`src/hdl/sit_pkg.sv`:
```
package sit_pkg;

   localparam int unsigned TableDepthDefault = 64;
   localparam int unsigned EntryWidth = 50;
   localparam int unsigned OutCountWidth = 7;

   localparam logic CMD_INSERT = 1'b0;
   localparam logic CMD_LOOKUP = 1'b1;

   localparam logic [1:0] STATUS_OK        = 2'd0;
   localparam logic [1:0] STATUS_NOT_FOUND = 2'd1;
   localparam logic [1:0] STATUS_FULL      = 2'd2;
   localparam logic [1:0] STATUS_DUPLICATE = 2'd3;

   typedef struct packed {
      logic        command;
      logic [15:0] seq_id;
      logic [15:0] event_id;
      logic [7:0]  num_steps;
      logic        armed;
      logic        seq_type;
      logic [7:0]  priority_req;
   } req_type;

   typedef struct packed {
      logic [1:0]  status;
      logic [15:0] hit_event_id;
      logic [7:0]  hit_num_steps;
      logic        hit_armed;
      logic        hit_type;
      logic [7:0]  hit_priority;
      logic [6:0]  entry_count;
      logic [6:0]  relative_count;
      logic [6:0]  absolute_count;
   } rsp_type;

   // stored layout: id, event, steps, armed, type, priority
   typedef struct packed {
      logic [15:0] key;
      logic [15:0] event_id;
      logic [7:0]  steps;
      logic        armed;
      logic        kind;
      logic [7:0]  prio;
   } entry_type;

endpackage

```
`src/hdl/sit_ram.sv`:
```
module sit_ram #(
   parameter int unsigned WIDTH = 8,
   parameter int unsigned DEPTH = 16
) (
   input  logic                     clock,
   input  logic                     wr_en,
   input  logic [$clog2(DEPTH)-1:0] wr_addr,
   input  logic [WIDTH-1:0]         wr_data,
   input  logic [$clog2(DEPTH)-1:0] rd_addr,
   output logic [WIDTH-1:0]         rd_data
);
   logic [WIDTH-1:0] mem [DEPTH];
   logic [WIDTH-1:0] rd_data_ff;

   always_ff @(posedge clock) begin
      if (wr_en) begin
         mem[wr_addr] <= wr_data;
      end
      rd_data_ff <= mem[rd_addr];
   end

   assign rd_data = rd_data_ff;
endmodule

```
`src/hdl/sorted_id_table_insert_lookup.sv`:
```
// Sorted id table. A command is taken when start is high and busy low; one
// result word follows, shown for exactly one cycle with rsp_valid, and the
// receiver cannot stall it. All entries sit in one single-port-read memory
// with a registered read. A lookup is a binary search: each probe issues the
// read of the middle entry, then compares its key. An insert into a table
// that is not full searches the same way, then moves every later entry up
// one slot, reading each entry and then writing it one slot higher, and
// then writes the new entry. The memory needs no clearing: only the first
// held entries are ever read.
module sorted_id_table_insert_lookup
   import sit_pkg::*;
#(
   parameter int unsigned TABLE_DEPTH = TableDepthDefault
) (
   input  logic    clock,
   input  logic    reset,
   input  logic    start,
   output logic    busy,
   input  req_type req_data,
   output logic    rsp_valid,
   output rsp_type rsp_data
);
   localparam int unsigned AW = $clog2(TABLE_DEPTH);
   localparam int unsigned CW = $clog2(TABLE_DEPTH + 1);

   localparam logic [2:0] ST_IDLE   = 3'd0;
   localparam logic [2:0] ST_PROBE  = 3'd1;
   localparam logic [2:0] ST_CHECK  = 3'd2;
   localparam logic [2:0] ST_SHRD   = 3'd3;
   localparam logic [2:0] ST_SHWR   = 3'd4;
   localparam logic [2:0] ST_PLACE  = 3'd5;
   localparam logic [2:0] ST_DONE   = 3'd6;

   logic [2:0]  state_ff, state_in;
   req_type     req_ff, req_in;
   logic [CW-1:0] lo_ff, lo_in, hi_ff, hi_in, mid_ff, mid_in;
   logic [CW-1:0] cnt_ff, cnt_in, rel_ff, rel_in, abs_ff, abs_in;
   logic [CW-1:0] sh_ff, sh_in;
   rsp_type     rsp_ff, rsp_in;
   logic        vld_ff, vld_in;

   logic          wr_en;
   logic [AW-1:0] wr_addr, rd_addr;
   logic [EntryWidth-1:0] wr_data, rd_raw;
   entry_type     rd_ent, new_ent;
   logic [CW:0]   mid_sum;

   sit_ram #(.WIDTH(EntryWidth), .DEPTH(TABLE_DEPTH)) u_ram (
      .clock(clock), .wr_en(wr_en), .wr_addr(wr_addr), .wr_data(wr_data),
      .rd_addr(rd_addr), .rd_data(rd_raw)
   );

   assign rd_ent = entry_type'(rd_raw);
   assign new_ent = '{key: req_ff.seq_id, event_id: req_ff.event_id,
                      steps: req_ff.num_steps, armed: req_ff.armed,
                      kind: req_ff.seq_type, prio: req_ff.priority_req};
   assign busy = (state_ff != ST_IDLE);
   assign rsp_valid = vld_ff;
   assign rsp_data = rsp_ff;

   always_comb begin
      state_in = state_ff;
      req_in = req_ff;
      lo_in = lo_ff;
      hi_in = hi_ff;
      mid_in = mid_ff;
      cnt_in = cnt_ff;
      rel_in = rel_ff;
      abs_in = abs_ff;
      sh_in = sh_ff;
      rsp_in = rsp_ff;
      vld_in = 1'b0;
      wr_en = 1'b0;
      wr_addr = sh_ff[AW-1:0];
      wr_data = rd_raw;
      rd_addr = mid_ff[AW-1:0];
      mid_sum = {1'b0, lo_ff} + {1'b0, hi_ff};
      unique case (state_ff)
         ST_IDLE: begin
            if (start) begin
               req_in = req_data;
               lo_in = '0;
               hi_in = cnt_ff;
               state_in = ST_PROBE;
            end
         end
         ST_PROBE: begin
            if (req_ff.command == CMD_INSERT && cnt_ff >= CW'(TABLE_DEPTH)) begin
               rsp_in = '0;
               rsp_in.status = STATUS_FULL;
               state_in = ST_DONE;
            end else if (lo_ff < hi_ff) begin
               mid_in = mid_sum[CW:1];
               rd_addr = mid_sum[AW:1];
               state_in = ST_CHECK;
            end else begin
               rsp_in = '0;
               if (req_ff.command == CMD_LOOKUP) begin
                  rsp_in.status = STATUS_NOT_FOUND;
                  state_in = ST_DONE;
               end else begin
                  sh_in = cnt_ff;
                  state_in = (cnt_ff > lo_ff) ? ST_SHRD : ST_PLACE;
               end
            end
         end
         ST_CHECK: begin
            if (rd_ent.key == req_ff.seq_id) begin
               rsp_in = '0;
               if (req_ff.command == CMD_LOOKUP) begin
                  rsp_in.status = STATUS_OK;
                  rsp_in.hit_event_id = rd_ent.event_id;
                  rsp_in.hit_num_steps = rd_ent.steps;
                  rsp_in.hit_armed = rd_ent.armed;
                  rsp_in.hit_type = rd_ent.kind;
                  rsp_in.hit_priority = rd_ent.prio;
               end else begin
                  rsp_in.status = STATUS_DUPLICATE;
               end
               state_in = ST_DONE;
            end else begin
               if (rd_ent.key < req_ff.seq_id) begin
                  lo_in = mid_ff + CW'(1);
               end else begin
                  hi_in = mid_ff;
               end
               state_in = ST_PROBE;
            end
         end
         ST_SHRD: begin
            // read entry sh-1, written to sh next cycle
            rd_addr = AW'(sh_ff - CW'(1));
            state_in = ST_SHWR;
         end
         ST_SHWR: begin
            wr_en = 1'b1;
            sh_in = sh_ff - CW'(1);
            state_in = (sh_ff - CW'(1) > lo_ff) ? ST_SHRD : ST_PLACE;
         end
         ST_PLACE: begin
            wr_en = 1'b1;
            wr_addr = lo_ff[AW-1:0];
            wr_data = new_ent;
            cnt_in = cnt_ff + CW'(1);
            if (req_ff.seq_type) begin
               abs_in = abs_ff + CW'(1);
            end else begin
               rel_in = rel_ff + CW'(1);
            end
            rsp_in = '0;
            rsp_in.status = STATUS_OK;
            state_in = ST_DONE;
         end
         ST_DONE: begin
            rsp_in.entry_count = OutCountWidth'(cnt_ff);
            rsp_in.relative_count = OutCountWidth'(rel_ff);
            rsp_in.absolute_count = OutCountWidth'(abs_ff);
            vld_in = 1'b1;
            state_in = ST_IDLE;
         end
         default: begin
            state_in = ST_IDLE;
         end
      endcase
   end

   always_ff @(posedge clock) begin
      if (reset) begin
         state_ff <= ST_IDLE;
         cnt_ff <= '0;
         rel_ff <= '0;
         abs_ff <= '0;
         vld_ff <= 1'b0;
      end else begin
         state_ff <= state_in;
         cnt_ff <= cnt_in;
         rel_ff <= rel_in;
         abs_ff <= abs_in;
         vld_ff <= vld_in;
      end
      req_ff <= req_in;
      lo_ff <= lo_in;
      hi_ff <= hi_in;
      mid_ff <= mid_in;
      sh_ff <= sh_in;
      rsp_ff <= rsp_in;
   end
endmodule

```
`config.mk`:
```
export PLATFORM = sky130hd
export DESIGN_NAME = sorted_id_table_insert_lookup
export DESIGN_NICKNAME = d
export VERILOG_FILES = /design/src/hdl/sit_pkg.sv /design/src/hdl/sit_ram.sv /design/src/hdl/sorted_id_table_insert_lookup.sv
export SDC_FILE = /design/constraint.sdc
export NUM_CORES = 2
export LEC_CHECK = 0
export BUFFER_PORTS_ARGS = -buffer_cell sky130_fd_sc_hd__buf_2
export CAP_MARGIN = 20
export CORE_AREA = 4 4 625 627
export CTS_CLUSTER_DIAMETER = 200
export CTS_CLUSTER_SIZE = 16
export DETAILED_ROUTE_END_ITERATION = 8
export DIE_AREA = 0 0 629 631
export PLACE_DENSITY_LB_ADDON = 0.05
export REMOVE_ABC_BUFFERS = 1
export SYNTH_ARGS = -nofsm -noshare
export SYNTH_HDL_FRONTEND = slang
export SYNTH_SLANG_ARGS = --single-unit
```
`constraint.sdc`:
```
create_clock -name clock -period 8.1 [get_ports clock]
set_input_delay 1.215 -clock clock [delete_from_list [all_inputs] [get_ports clock]]
set_output_delay 1.215 -clock clock [all_outputs]
set_load 0.02 [all_outputs]
```
==> out/summary.txt <==
area occupied by multi-input gates: 0.0307 mm^2
final antenna-violating net count: 0
critical path type: reg2reg
Arrival @ worst endpoint: 6280 ps
Total Die Area: 0.397 mm^2
setup repair after global routing missed its margin: no
Residual DRC: 0
YS warnings: 0
Worst setup EP type: flip-flop
Die X-Extent: 629 um
register area: 0.102 mm^2
Post-CTS Setup Bufs: 0
hold crit path type: in2reg
critical-path cell list: ha_1 -> a211o_1 -> and2_4 -> nor4_1 -> a31o_2 -> or2_4 -> buf_12 -> nor2_4 -> a211oi_1 -> a2bb2oi_1 -> o2bb2ai_1 -> a31oi_1
Die Y-Extent: 631 um
Max FO, Critical Path: 92
Starting Density: 34.9%
Slowest cell on crit path: buf_12
initial antenna violation count: 39
vias in the first global route: 77000
total track usage: 24.6%
final wirelength: 504000 um
Max-slew headroom: 19.3%
DP Wirelength: 280000 um
Max H-tree Level: 4
pwr dens: 392 mW/mm^2
Main synth FF type: edfxtp_1
clk buf depth: 4
sequential share of the synthesized area: 75.6%
Final Hold Vio Count: 0
core area: 0.385 mm^2
# fillers: 35400
Layout Nets: 8653
CTS Root Cell: clkbuf_16
Initial DRT Pass Iterations: 8
number of enable flip-flop cells after synthesis: 3336
CP Data Required Time: 8920 ps
Max-cap violations: 0
Iter 0 DRT Violations: 8793
Tmin final: 5460 ps
cell count after synthesis: 8477
Pleak: 48.5 nW
worst-skew pair later-pin latency: 980 ps
setup skew after layout: 74.6 ps
Peak Freq: 183 MHz
number of port buffers: 112
Seq cells post-synth: 3411
row cnt: 228
Startpoint Class: flip-flop
synthesized area: 0.134 mm^2
post-CTS sizing: 0
unique cell type count in the Yosys netlist: 85
DR vias/cell: 5.76
IO Pins: 113
P&R area growth vs syn: 11.2%
DR WL/cell: 36.4 um
Pins Over Slew Limit: 0
first-pass GRT wire length: 682000 um
grt ovf: 0
# clock sinks: 3411
largest net degree at the start of global routing: 158
Max VDD drop: 0.412 mV
slowest stage delay, CP: 630 ps
placed inst area: 0.143 mm^2
vias: 79600
asr flop ratio synth: 0%
Fin Setup TNS: 0 ps
period utilization: 67.4%
cts hold-fix bufs: 0
syn_area_per_cell: 15.9 um^2
post-layout instance area: 0.150 mm^2
Final setup viols: 0
share of layout cells above drive strength 1: 12.0%
RePlAce Congestion: 0.837
CTS tree: built
TritonCTS Buffers: 235
Clk pin slew, worst setup/hold paths: 90 ps
Worst Tran Pin Value: 1210 ps
status: finished clean
-- worst max-delay path, delay by kind of cell, from the launching register on --
family | cells | cell delay (ps)
AOI/OAI and AO/OA | 6 | 2220
and+or+nand+nor | 4 | 1410
buffers and inverters | 1 | 630
DFF | 1 | 490
adders and majority gates | 1 | 440
-- stage by stage --
step	hold WS, ps	util, %	power, mW	setup WS (ps)	instances
after floorplan	448	-	38.1	-25480	7894
after global placement	483	36.9	47.0	2320	13300
after detailed placement	489	37.0	47.2	2670	13400
after CTS	301	38.8	59.1	2660	13800
after global routing	332	38.9	61.2	2420	13800
final	394	38.9	58.6	2640	13800
-- kinds of logic (layout without fill, tap and decap cells) --
family	count (synthesis)	count (layout)	synth area share, %
other	0	19	0
AOI/OAI and AO/OA	1496	1496	8.05
and+or+nand+nor	2355	2355	7.81
adders and majority gates	48	48	0.452
DFF	3411	3411	75.6
xor gates and xnor gates	29	29	0.189
buffers and inverters	629	897	2.18
muxes	509	509	5.68
-- cell type report --
| type | count | share of cell area [%] |
|---|---|---|
| multi-input combinational | 4437 | 20.6 |
| antenna | 19 | 0.0318 |
| timing repair buffer | 420 | 2.49 |
| sequential | 3411 | 68.0 |
| clock buffer | 417 | 4.39 |
| clock inverter | 14 | 0.185 |
| tap | 5060 | 4.23 |
| inverter | 46 | 0.115 |
-- sequential cells by signal, summed over array words and instances, names as in the netlist --
signal,flops
rsp_data,57
new_ent,50
rel_ff,7
sh_ff,7
u_ram.rd_data,50
hi_ff,7
cnt_ff,7
state_ff,3
req_ff,1
mid_ff,7
lo_ff,7
rsp_valid,1
abs_ff,7
u_ram.mem,3200
-- report_power, final --
group          internal [mW]  switching, mW  leakage [nW]
sequential              22.5          0.405          30.7
combinational           6.79           17.1          14.6
clock                   5.54           6.30          3.23
-- cell usage after synthesis (all sizes together), types with 6 or more instances --
library cell	n	area share (%)
o22ai	123	0.57
nor2b	13	0.062
edfxtp	3336	75
dfxtp	75	1.1
o21ai	137	0.51
mux2	22	0.18
nand2	1486	4.2
nor4	6	0.028
o311a	19	0.14
o221ai	79	0.51
nor3	70	0.27
and3	420	2.0
a311o	6	0.045
mux4	201	3.4
clkbuf	262	0.74
a21oi	162	0.60
inv	46	0.13
mux2i	286	2.1
o21a	15	0.084
a2111o	16	0.13
o2bb2ai	17	0.11
xnor2	18	0.12
nor2	134	0.38
a22oi	49	0.27
o32ai	12	0.092
or3	21	0.098
buf	321	1.3
a221oi	19	0.16
a311oi	216	1.4
and2	57	0.27
a31oi	214	1.0
nand4	6	0.028
o211ai	6	0.034
a211oi	309	1.7
nand2b	8	0.039
xor2	11	0.072
nand3	123	0.46
a2bb2oi	16	0.10
o311ai	13	0.085
o31a	19	0.12
o31ai	9	0.050
ha	47	0.44
-- path summary, 6_finish.rpt --
kind	end	slack (ps)	depth (start not counted)	from
min	new_ent[15]$_DFFE_PP_	390	1	req_data[15]
max	u_ram.rd_data[1]$_DFF_P_	2640	12	lo_ff[4]$_SDFFCE_PP0P_
min reg2reg	abs_ff[6]$_SDFFE_PP0P_	500	2	abs_ff[6]$_SDFFE_PP0P_
max reg2reg	u_ram.rd_data[1]$_DFF_P_	2640	12	lo_ff[4]$_SDFFCE_PP0P_
-- layer usage --
metal  GRT usage (%)  part of all wire [%]  up-vias
met1            34.9                    44    42800
li1                -                     -    33400
met2            39.7                    47     2794
met5               0                0.0026        -
met4            7.04                   3.2        2
met3            3.29                   5.9      582
-- placed cells by master, fill, tap and decap left out, types with 123 or more instances in the layout --
cell and instances:
mux2i_1 286, o22ai_1 123, buf_4 241, nand2_1 1459, nand3_1 123, a311oi_1 216
edfxtp_1 3336, a211oi_1 308, a31oi_1 214, and3_1 419, clkbuf_16 235, a21oi_1 161
clkbuf_1 182, mux4_2 201
Power figures use the tool's default switching activity.
